===== src/rtl/core/fic_pkg.sv =====
// ----------------------------------------------------------------------------
// fic_pkg
// Shared widths, limits and types of the Fenwick-tree inversion counter.
// ----------------------------------------------------------------------------
package fic_pkg;

  localparam int VALUE_W      = 16;
  localparam int COUNT_W      = 32;
  localparam int TOTAL_W      = 48;
  localparam int SIZE_DEFAULT = 65535;

  localparam logic [COUNT_W-1:0] COUNT_MAX = {COUNT_W{1'b1}};
  localparam logic [TOTAL_W-1:0] TOTAL_MAX = {TOTAL_W{1'b1}};

  // finished item, handed from the sequencer to the output stage
  typedef struct packed {
    logic               valid;
    logic [COUNT_W-1:0] count;
    logic               bad;
  } fic_result_t;

endpackage


===== src/rtl/core/fic_out.sv =====
// ----------------------------------------------------------------------------
// fic_out
// Running total and output word register.
// ----------------------------------------------------------------------------
module fic_out (
  input  logic                         clk,
  input  logic                         rst,
  input  fic_pkg::fic_result_t         result,
  output logic                         result_free,
  output logic                         result_valid,
  input  logic                         result_ready,
  output logic [fic_pkg::COUNT_W-1:0]  smaller_count,
  output logic [fic_pkg::TOTAL_W-1:0]  running_total,
  output logic                         bad_value
);

  logic [fic_pkg::TOTAL_W-1:0] total;
  logic [fic_pkg::TOTAL_W:0]   total_sum;
  logic [fic_pkg::TOTAL_W-1:0] total_next;

  assign result_free = !result_valid || result_ready;

  // bad words carry a zero count, so the total stays put
  assign total_sum  = {1'b0, total} + (fic_pkg::TOTAL_W + 1)'(result.count);
  assign total_next = total_sum[fic_pkg::TOTAL_W] ? fic_pkg::TOTAL_MAX
                                                  : total_sum[fic_pkg::TOTAL_W-1:0];

  always_ff @(posedge clk) begin
    if (rst) begin
      total        <= '0;
      result_valid <= 1'b0;
    end else begin
      if (result_ready) begin
        result_valid <= 1'b0;
      end
      if (result.valid && result_free) begin
        total         <= total_next;
        result_valid  <= 1'b1;
        smaller_count <= result.count;
        running_total <= total_next;
        bad_value     <= result.bad;
      end
    end
  end

endmodule


===== config.mk =====
export PLATFORM = sky130hd
export DESIGN_NAME = fic_out
export DESIGN_NICKNAME = d
export VERILOG_FILES = /design/src/rtl/core/fic_pkg.sv /design/src/rtl/core/fic_out.sv
export SDC_FILE = /design/constraint.sdc
export NUM_CORES = 1
export LEC_CHECK = 0
export ABC_AREA = 0
export BUFFER_PORTS_ARGS = -buffer_cell sky130_fd_sc_hd__buf_2
export CAP_MARGIN = 10
export CORE_ASPECT_RATIO = 1.2
export CORE_UTILIZATION = 35
export CTS_BUF_LIST = sky130_fd_sc_hd__clkbuf_2
export CTS_CLUSTER_DIAMETER = 60
export DETAILED_ROUTE_END_ITERATION = 12
export SLEW_MARGIN = 20
export SYNTH_ARGS = -nofsm -noshare
export SYNTH_HDL_FRONTEND = slang
export SYNTH_SLANG_ARGS = --single-unit
export TNS_END_PERCENT = 100

===== constraint.sdc =====
create_clock -name clk -period 5.25 [get_ports clk]
set_input_delay 0.2625 -clock clk [delete_from_list [all_inputs] [get_ports clk]]
set_output_delay 0.2625 -clock clk [all_outputs]
set_load 0.02 [all_outputs]

==> results of run 1 <==
==> metal layers <==
layer / track usage (%) / up-vias / part of all wire (%)
li1: - / 2661 / -
met3: 3.77 / 18 / 3.0
met4: 6.18 / 0 / 1.5
met2: 27.8 / 84 / 48
met1: 21.2 / 2383 / 47
met5: 0 / - / 0
==> what timing repair did <==
| action | CTS | global route |
|---|---|---|
| setup endpoints to repair | 0 | 0 |
| hold buffers | 35 | 0 |
| hold endpoints to repair | 38 | 0 |
| setup buffers | 0 | 0 |
==> registers in the layout (all words and copies together), names as in the netlist <==
register,flops
bad_value,1
result_valid,1
running_total,48
smaller_count,32
total,48
==> cells by family after synthesis <==
logic type      after synthesis  share of synthesized area (%)
xor+xnor                     37                           4.95
fa+ha+maj                    33                           6.42
mux                           1                          0.172
compound gates              191                           19.5
buf+inv                      39                           2.62
simple gates                200                           14.2
flops                       130                           52.1
==> area by class of cell <==
cell class,instances,share of cell area [%]
flip-flops and latches,130,42.7
multi-input cells,462,37.3
repair buffers,161,12.7
well taps,224,3.51
clock inverters,15,2.27
clock buffers,17,1.06
inverters,8,0.376
diodes,2,0.0626
==> power breakdown <==
part / leakage [nW] / switching [mW] / total [mW] / internal (mW)
Combinational: 2.00 / 0.392 / 0.634 / 0.242
Sequential: 1.15 / 0.0269 / 1.21 / 1.18
Clock: 0.161 / 0.407 / 0.680 / 0.273
Total: 3.32 / 0.827 / 2.52 / 1.70
==> Yosys cell counts (3+ instances only) <==
| library cell | instances |
|---|---|
| a211oi_1 | 6 |
| a21o_1 | 20 |
| a21oi_1 | 55 |
| a21oi_2 | 4 |
| a311oi_1 | 27 |
| a31oi_1 | 16 |
| and2_1 | 7 |
| and3_1 | 11 |
| and4_1 | 6 |
| buf_2 | 14 |
| clkbuf_1 | 15 |
| dfxtp_1 | 49 |
| edfxtp_1 | 81 |
| ha_1 | 32 |
| inv_1 | 8 |
| nand2_1 | 80 |
| nand2b_1 | 5 |
| nand3_1 | 11 |
| nand4_1 | 3 |
| nor2_1 | 52 |
| nor3_1 | 11 |
| o21ai_0 | 31 |
| o21bai_1 | 6 |
| o31ai_1 | 4 |
| xnor2_1 | 23 |
| xor2_1 | 14 |
==> critical path: cells and delay by family, from the launching register on <==
family	cells	cell delay [ns]
flip-flops	1	0.35
adder cells (fa/ha/maj)	2	0.63
buffers and inverters	1	0.32
AND/OR/NAND/NOR	1	0.07
AO/OA/AOI/OAI	6	2.03
==> through the flow <==
step	total power, mW	hold slack [ns]	cells	util (%)
5_1_grt	2.67	0.0770	1019	43.8
2_1_floorplan	1.68	0.361	631	-
4_1_cts	2.55	0.0411	1016	43.6
3_3_place_gp	1.84	0.440	949	40.2
3_5_place_dp	1.84	0.441	949	40.2
6_report	2.52	0.111	1019	43.8
==> how the worst min path moves through the flow <==
stage	depth (start not counted)	from	slack [ns]	end
detailed placement	1	result[0]	0.44	bad_value$_DFFE_PP_
global placement	1	result[0]	0.44	bad_value$_DFFE_PP_
global route	2	rst	0.08	total[42]$_SDFFE_PP0P_
finish	2	rst	0.11	total[32]$_SDFFE_PP0P_
CTS	2	rst	0.04	total[32]$_SDFFE_PP0P_
floorplan	0	result[0]	0.36	bad_value$_DFFE_PP_
==> metrics.yaml, run 1 <==
synthesis:
  synth-seq-cells: 130
  ys.flop_type: "edfxtp_1"
  synth-edff-count: 81
  syn_inst: 631
  synthArstFlopShare_pct: 0
  synthesis.area_mm2: 0.00655
  ys_types: 56
  synth.largest_area_cell: "edfxtp_1"
  seq_area_frac_synth_pct: 52.1
  postSynthAreaPerCell_um2: 10.4
  synthTopCellsByArea: "edfxtp_1 37%, dfxtp_1 15%, ha_1 6.1%"
  syn-num-nets: 701
  yosys_warnings: 0
  yosysTopAreaCellShare_pct: 37.1
clock_network:
  cts_sinks: 130
  htreeDepth: 4
  ctsResizeCount: 0
  cts_tree: "done"
  clk_pin_slew_ns: 0.22
  clk_latency_ns: 0.76
  clockBufferDepth: 2
  cts_buffers: 17
  ctsRootBufferMaster: "clkbuf_2"
sta:
  fin_setup_tns_ns: 0
  slew_headroom_pct: 40.2
  period_share_pct: 69.7
  finalClockSkew_ns: 0.0351
  hold_violations: 0
  fmax_mhz: 273
  rsz0062_at_grt: "false"
  period_minus_slack_ns: 3.66
  setup_violations: 0
  fin_ws_ns: 1.59
  slew_viol_final: 0
  worstMarginPinSlew_ns: 0.897
finish:
  fin_area_mm2: 0.00799
  mostFrequentLayoutCells: "119 x buf_2, 81 x edfxtp_1, 80 x nand2_1"
  n_fill_cell: 1798
  synthToLayoutAreaGrowth_pct: 22.0
  layout_commonest_cell: "buf_2"
  area.sequential_mm2: 0.00341
  multi_input_area_mm2: 0.00298
  final_nets: 850
  drive_above_1_share_pct: 21.9
critical_path:
  cp-end-kind: "flop"
  crit_required_ns: 5.77
  worstPathMaxFanout: 47
  crit_start: "total[0]$_SDFFE_PP0P_"
  timing.rr.end: "running_total[6]$_DFFE_PP_"
  crit_type: "reg2reg"
  critical_path.slowest_cell: "a21o_2"
  ff2ff_path_depth: 10
  crit_end: "running_total[6]$_DFFE_PP_"
  critPathMaxStageDelay_ns: 0.79
  worst_ep_arrival_time_ns: 4.18
  timing.rr.start: "total[0]$_SDFFE_PP0P_"
  critPathLaunchType: "flop"
  crit_chain: "ha_1, fa_1, a211oi_1, o21ai_1, o2111ai_1, a31oi_1, o2111ai_2, a21o_2, buf_4, nand2_1"
  regToRegSetupSlack_ns: 1.59
grt:
  grt_max_degree: 70
  grt_first_pass_wirelength_mm: 25.3
  grt_pass1_vias: 5029
  antenna_found_initial: 1
  grt.total_usage_pct: 16.7
  grt-ovfl-total: 0
placement:
  place_ws_ns: 1.50
  io_buffers: 119
  place_congestion: 0.815
  dp_hpwl_mm: 10.9
  place_area_mm2: 0.00734
route:
  drtPass1Iterations: 4
  first_iter_violations: 254
  routed_via_density: 5.05
  vias: 5146
  drc: 0
  wirelength_mm: 15.5
  ant_nets: 0
  avgRoutedWirePerCell_um: 15.3
pwr:
  power.leakage_nw: 3.32
  p_per_area_mw_per_mm2: 316
  ir_drop_v: 0.000118
floorplan:
  rows: 54
  die_x_um: 127
  die_area_mm2: 0.0193
  io_pins: 120
  chipHeight_um: 152
  placeableCoreArea_mm2: 0.0182
  initial_core_util_pct: 35.9
job:
  cap_violations: 0
status:
  outcome: "complete, no violations"
hold_path:
  hp-class: "in2reg"
Power figures use the tool's default switching activity.
==> run 2: changes to the inputs <==
--- a/config.mk
+++ b/config.mk
@@ -5,7 +5,7 @@
 export SDC_FILE = /design/constraint.sdc
 export NUM_CORES = 1
 export LEC_CHECK = 0
-export ABC_AREA = 0
+export ABC_AREA = 1
 export BUFFER_PORTS_ARGS = -buffer_cell sky130_fd_sc_hd__buf_2
 export CAP_MARGIN = 10
 export CORE_ASPECT_RATIO = 1.2
==> constraint.sdc (replaced) <==
create_clock -name clk -period 3 [get_ports clk]
set_input_delay 0.15 -clock clk [delete_from_list [all_inputs] [get_ports clk]]
set_output_delay 0.15 -clock clk [all_outputs]
set_load 0.02 [all_outputs]
==> run 2 against run 1 <==
  * Clock skew increased by 0.011 ns
  * Register-to-register slack got worse by 1.3 ns
  * Die area grew 24%
  * Critical path depth increased by 4
  * Worst setup slack worse by 1.3 ns
  * Total power grew 81%
  * Routed wire length rose by 47%
  * Critical endpoint is now total[4]$_SDFFE_PP0P_
  * Largest power group unchanged
==> metrics.yaml, run 2 <==
route:
  avgRoutedWirePerCell_um: 14.2
  drtPass1Iterations: 5
  vias: 7281
  drc: 0
  ant_nets: 0
  routed_via_density: 4.53
  first_iter_violations: 375
  wirelength_mm: 22.8
sta:
  fmax_mhz: 373
  period_minus_slack_ns: 2.68
  setup_violations: 0
  hold_violations: 0
  fin_setup_tns_ns: 0
  fin_ws_ns: 0.320
  finalClockSkew_ns: 0.0462
  hold_ws_ns: 0.147
  rsz0062_at_grt: "false"
  period_share_pct: 89.3
  worstMarginPinSlew_ns: 0.971
  slew_headroom_pct: 35.2
  slew_viol_final: 0
synthesis:
  synthArstFlopShare_pct: 0
  synthMuxAreaShare_pct: 0
  synth.largest_area_cell: "edfxtp_1"
  ys.flop_type: "edfxtp_1"
  synth-simple-area-share_pct: 32.7
  synth.most_common_cell: "nand2_1"
  synth-seq-cells: 130
  synthAdderAreaFrac_pct: 5.17
  syn_inst: 1120
  synth-edff-count: 81
  synth_top_family_by_area: "simple AND/OR/NAND/NOR gates"
  postSynthAreaPerCell_um2: 7.25
  seq_area_frac_synth_pct: 42.0
  ys_types: 36
  synthesis.area_mm2: 0.00813
  synthTopCellsByArea: "edfxtp_1 30%, nand2_1 16%, dfxtp_1 12%"
  synthTopCellsByCount: "337 x nand2_1, 216 x inv_1, 130 x nor2_1, 81 x edfxtp_1, 67 x nand3_1"
  syn-num-nets: 1190
  yosysTopAreaCellShare_pct: 29.9
  synth_xor_area_share_pct: 2.37
  yosys_warnings: 0
  synth-compound-area-share_pct: 6.30
finish:
  final_nets: 1352
  mostFrequentLayoutCells: "337 x nand2_1, 215 x inv_1, 129 x nor2_1"
  layout_commonest_cell: "nand2_1"
  fin_cells: 1606
  drive_above_1_share_pct: 16.4
  post-route-util_pct: 42.6
  fin_area_mm2: 0.00962
  reg_top3: "running_total x48, total x48, smaller_count x32"
  synthToLayoutAreaGrowth_pct: 18.3
critical_path:
  worstPathMaxFanout: 25
  critical_path.slowest_cell: "inv_2"
  critPathMaxStageDelay_ns: 0.43
  crit_required_ns: 3.60
  critPathLaunchType: "flop"
  cp_common_cell: "nand2_2"
  worst_ep_arrival_time_ns: 3.28
  crit_start: "total[0]$_SDFFE_PP0P_"
  timing.rr.start: "total[0]$_SDFFE_PP0P_"
  crit_type: "reg2reg"
  cp-end-kind: "flop"
  crit_chain: "ha_1, fa_1, nand3_2, nand3_1, nand2_1, nand2_2, nand2_2, nand2_2, nand3_2, nand2_2, inv_2, nand3_1, o21ai_0, inv_1"
clock_network:
  cts_sinks: 130
  clk_pin_slew_ns: 0.18
  clk_latency_ns: 0.73
  cts_buffers: 17
  htreeDepth: 4
  clockBufferDepth: 2
  post_cts_buffers: 0
  ctsResizeCount: 0
  hold_buffers: 37
  cts_tree: "done"
  ctsRootBufferMaster: "clkbuf_2"
grt:
  grt.total_usage_pct: 19.9
  grt_pass1_vias: 6931
  grt_first_pass_wirelength_mm: 36.3
  grt_max_degree: 51
  grt-ovfl-total: 0
  antenna_found_initial: 1
floorplan:
  io_pins: 120
  initial_core_util_pct: 36.0
  die_x_um: 141
  rows: 60
  die_area_mm2: 0.0238
  chipHeight_um: 169
  placeableCoreArea_mm2: 0.0226
hold_path:
  hp-class: "in2reg"
  min_from: "result[0]"
placement:
  io_buffers: 119
  place_congestion: 0.940
  place_area_mm2: 0.00906
  place_ws_ns: 0.349
  placed_cells: 1536
  dp_hpwl_mm: 17.8
pwr:
  p_sw_share_pct: 36.7
  clockPowerShare_pct: 20.5
  power.switching_mw: 1.67
  ir_drop_v: 0.000183
  total_power_mw: 4.56
  power.leakage_nw: 4.92
  p_int_mw: 2.89
  comb_power_share_pct: 32.1
  p_per_area_mw_per_mm2: 474
  seq_power_share_pct: 47.4
job:
  cap_violations: 0
status:
  outcome: "complete, no violations"
## run 2: cell count changes in the layout (fill, tap and decap cells not counted), sizes merged, moves of 20 or more
cell,before,now
nand2,80,349
inv,13,217
nor2,52,146
nand3,11,74
a311oi,28,0
xnor2,23,3
## run 2: power by group through the flow
stage / clock [mW] / combinational, mW / sequential (mW)
2_1_floorplan: 0 / 0.930 / 2.28
3_3_place_gp: 0 / 1.41 / 2.20
3_5_place_dp: 0 / 1.42 / 2.20
4_1_cts: 0.987 / 1.47 / 2.16
5_1_grt: 1.05 / 1.63 / 2.18
6_report: 0.937 / 1.46 / 2.16
## run 2: critical path, delay by kind of cell, from the launching register on
family,cells,cell delay (ns)
adder cells (fa/ha/maj),2,0.62
AND/OR/NAND/NOR,9,0.93
buffers and inverters,2,0.48
AO/OA/AOI/OAI,1,0.18
flip-flops,1,0.35
## run 2: area by class of cell
type / count / area [um^2]
well taps: 310 / 388
flip-flops and latches: 130 / 3410
repair buffers: 163 / 1030
inverters: 217 / 815
multi-input cells: 753 / 3790
clock buffers: 22 / 110
diodes: 1 / 2.50
fillers: 2374 / 13000
clock inverters: 10 / 70.1
## run 2: final timing paths
kind         cells after the start                      to  slack, ns
max                             14   total[4]$_SDFFE_PP0P_       0.32
min                              2     bad_value$_DFFE_PP_       0.15
max reg2reg                     14   total[4]$_SDFFE_PP0P_       0.32
min reg2reg                      2  total[31]$_SDFFE_PP0P_       0.56
## run 2: layer usage
metal  global-route usage [%]  routed length [um]  vias up
li1                         -                   -     3819
met4                     6.43                 323        0
met3                     2.91                 770       18
met1                     24.8               10300     3292
met5                        0                   0        -
met2                     35.2               11400      152
## run 2: kinds of logic (layout without fill, tap and decap cells)
kind of cell | after synthesis | count (layout)
AND/OR/NAND/NOR | 608 | 608
buffers and inverters | 237 | 412
flip-flops | 130 | 130
AO/OA/AOI/OAI | 90 | 90
adder cells (fa/ha/maj) | 33 | 33
XOR/XNOR | 22 | 22
other | 0 | 1
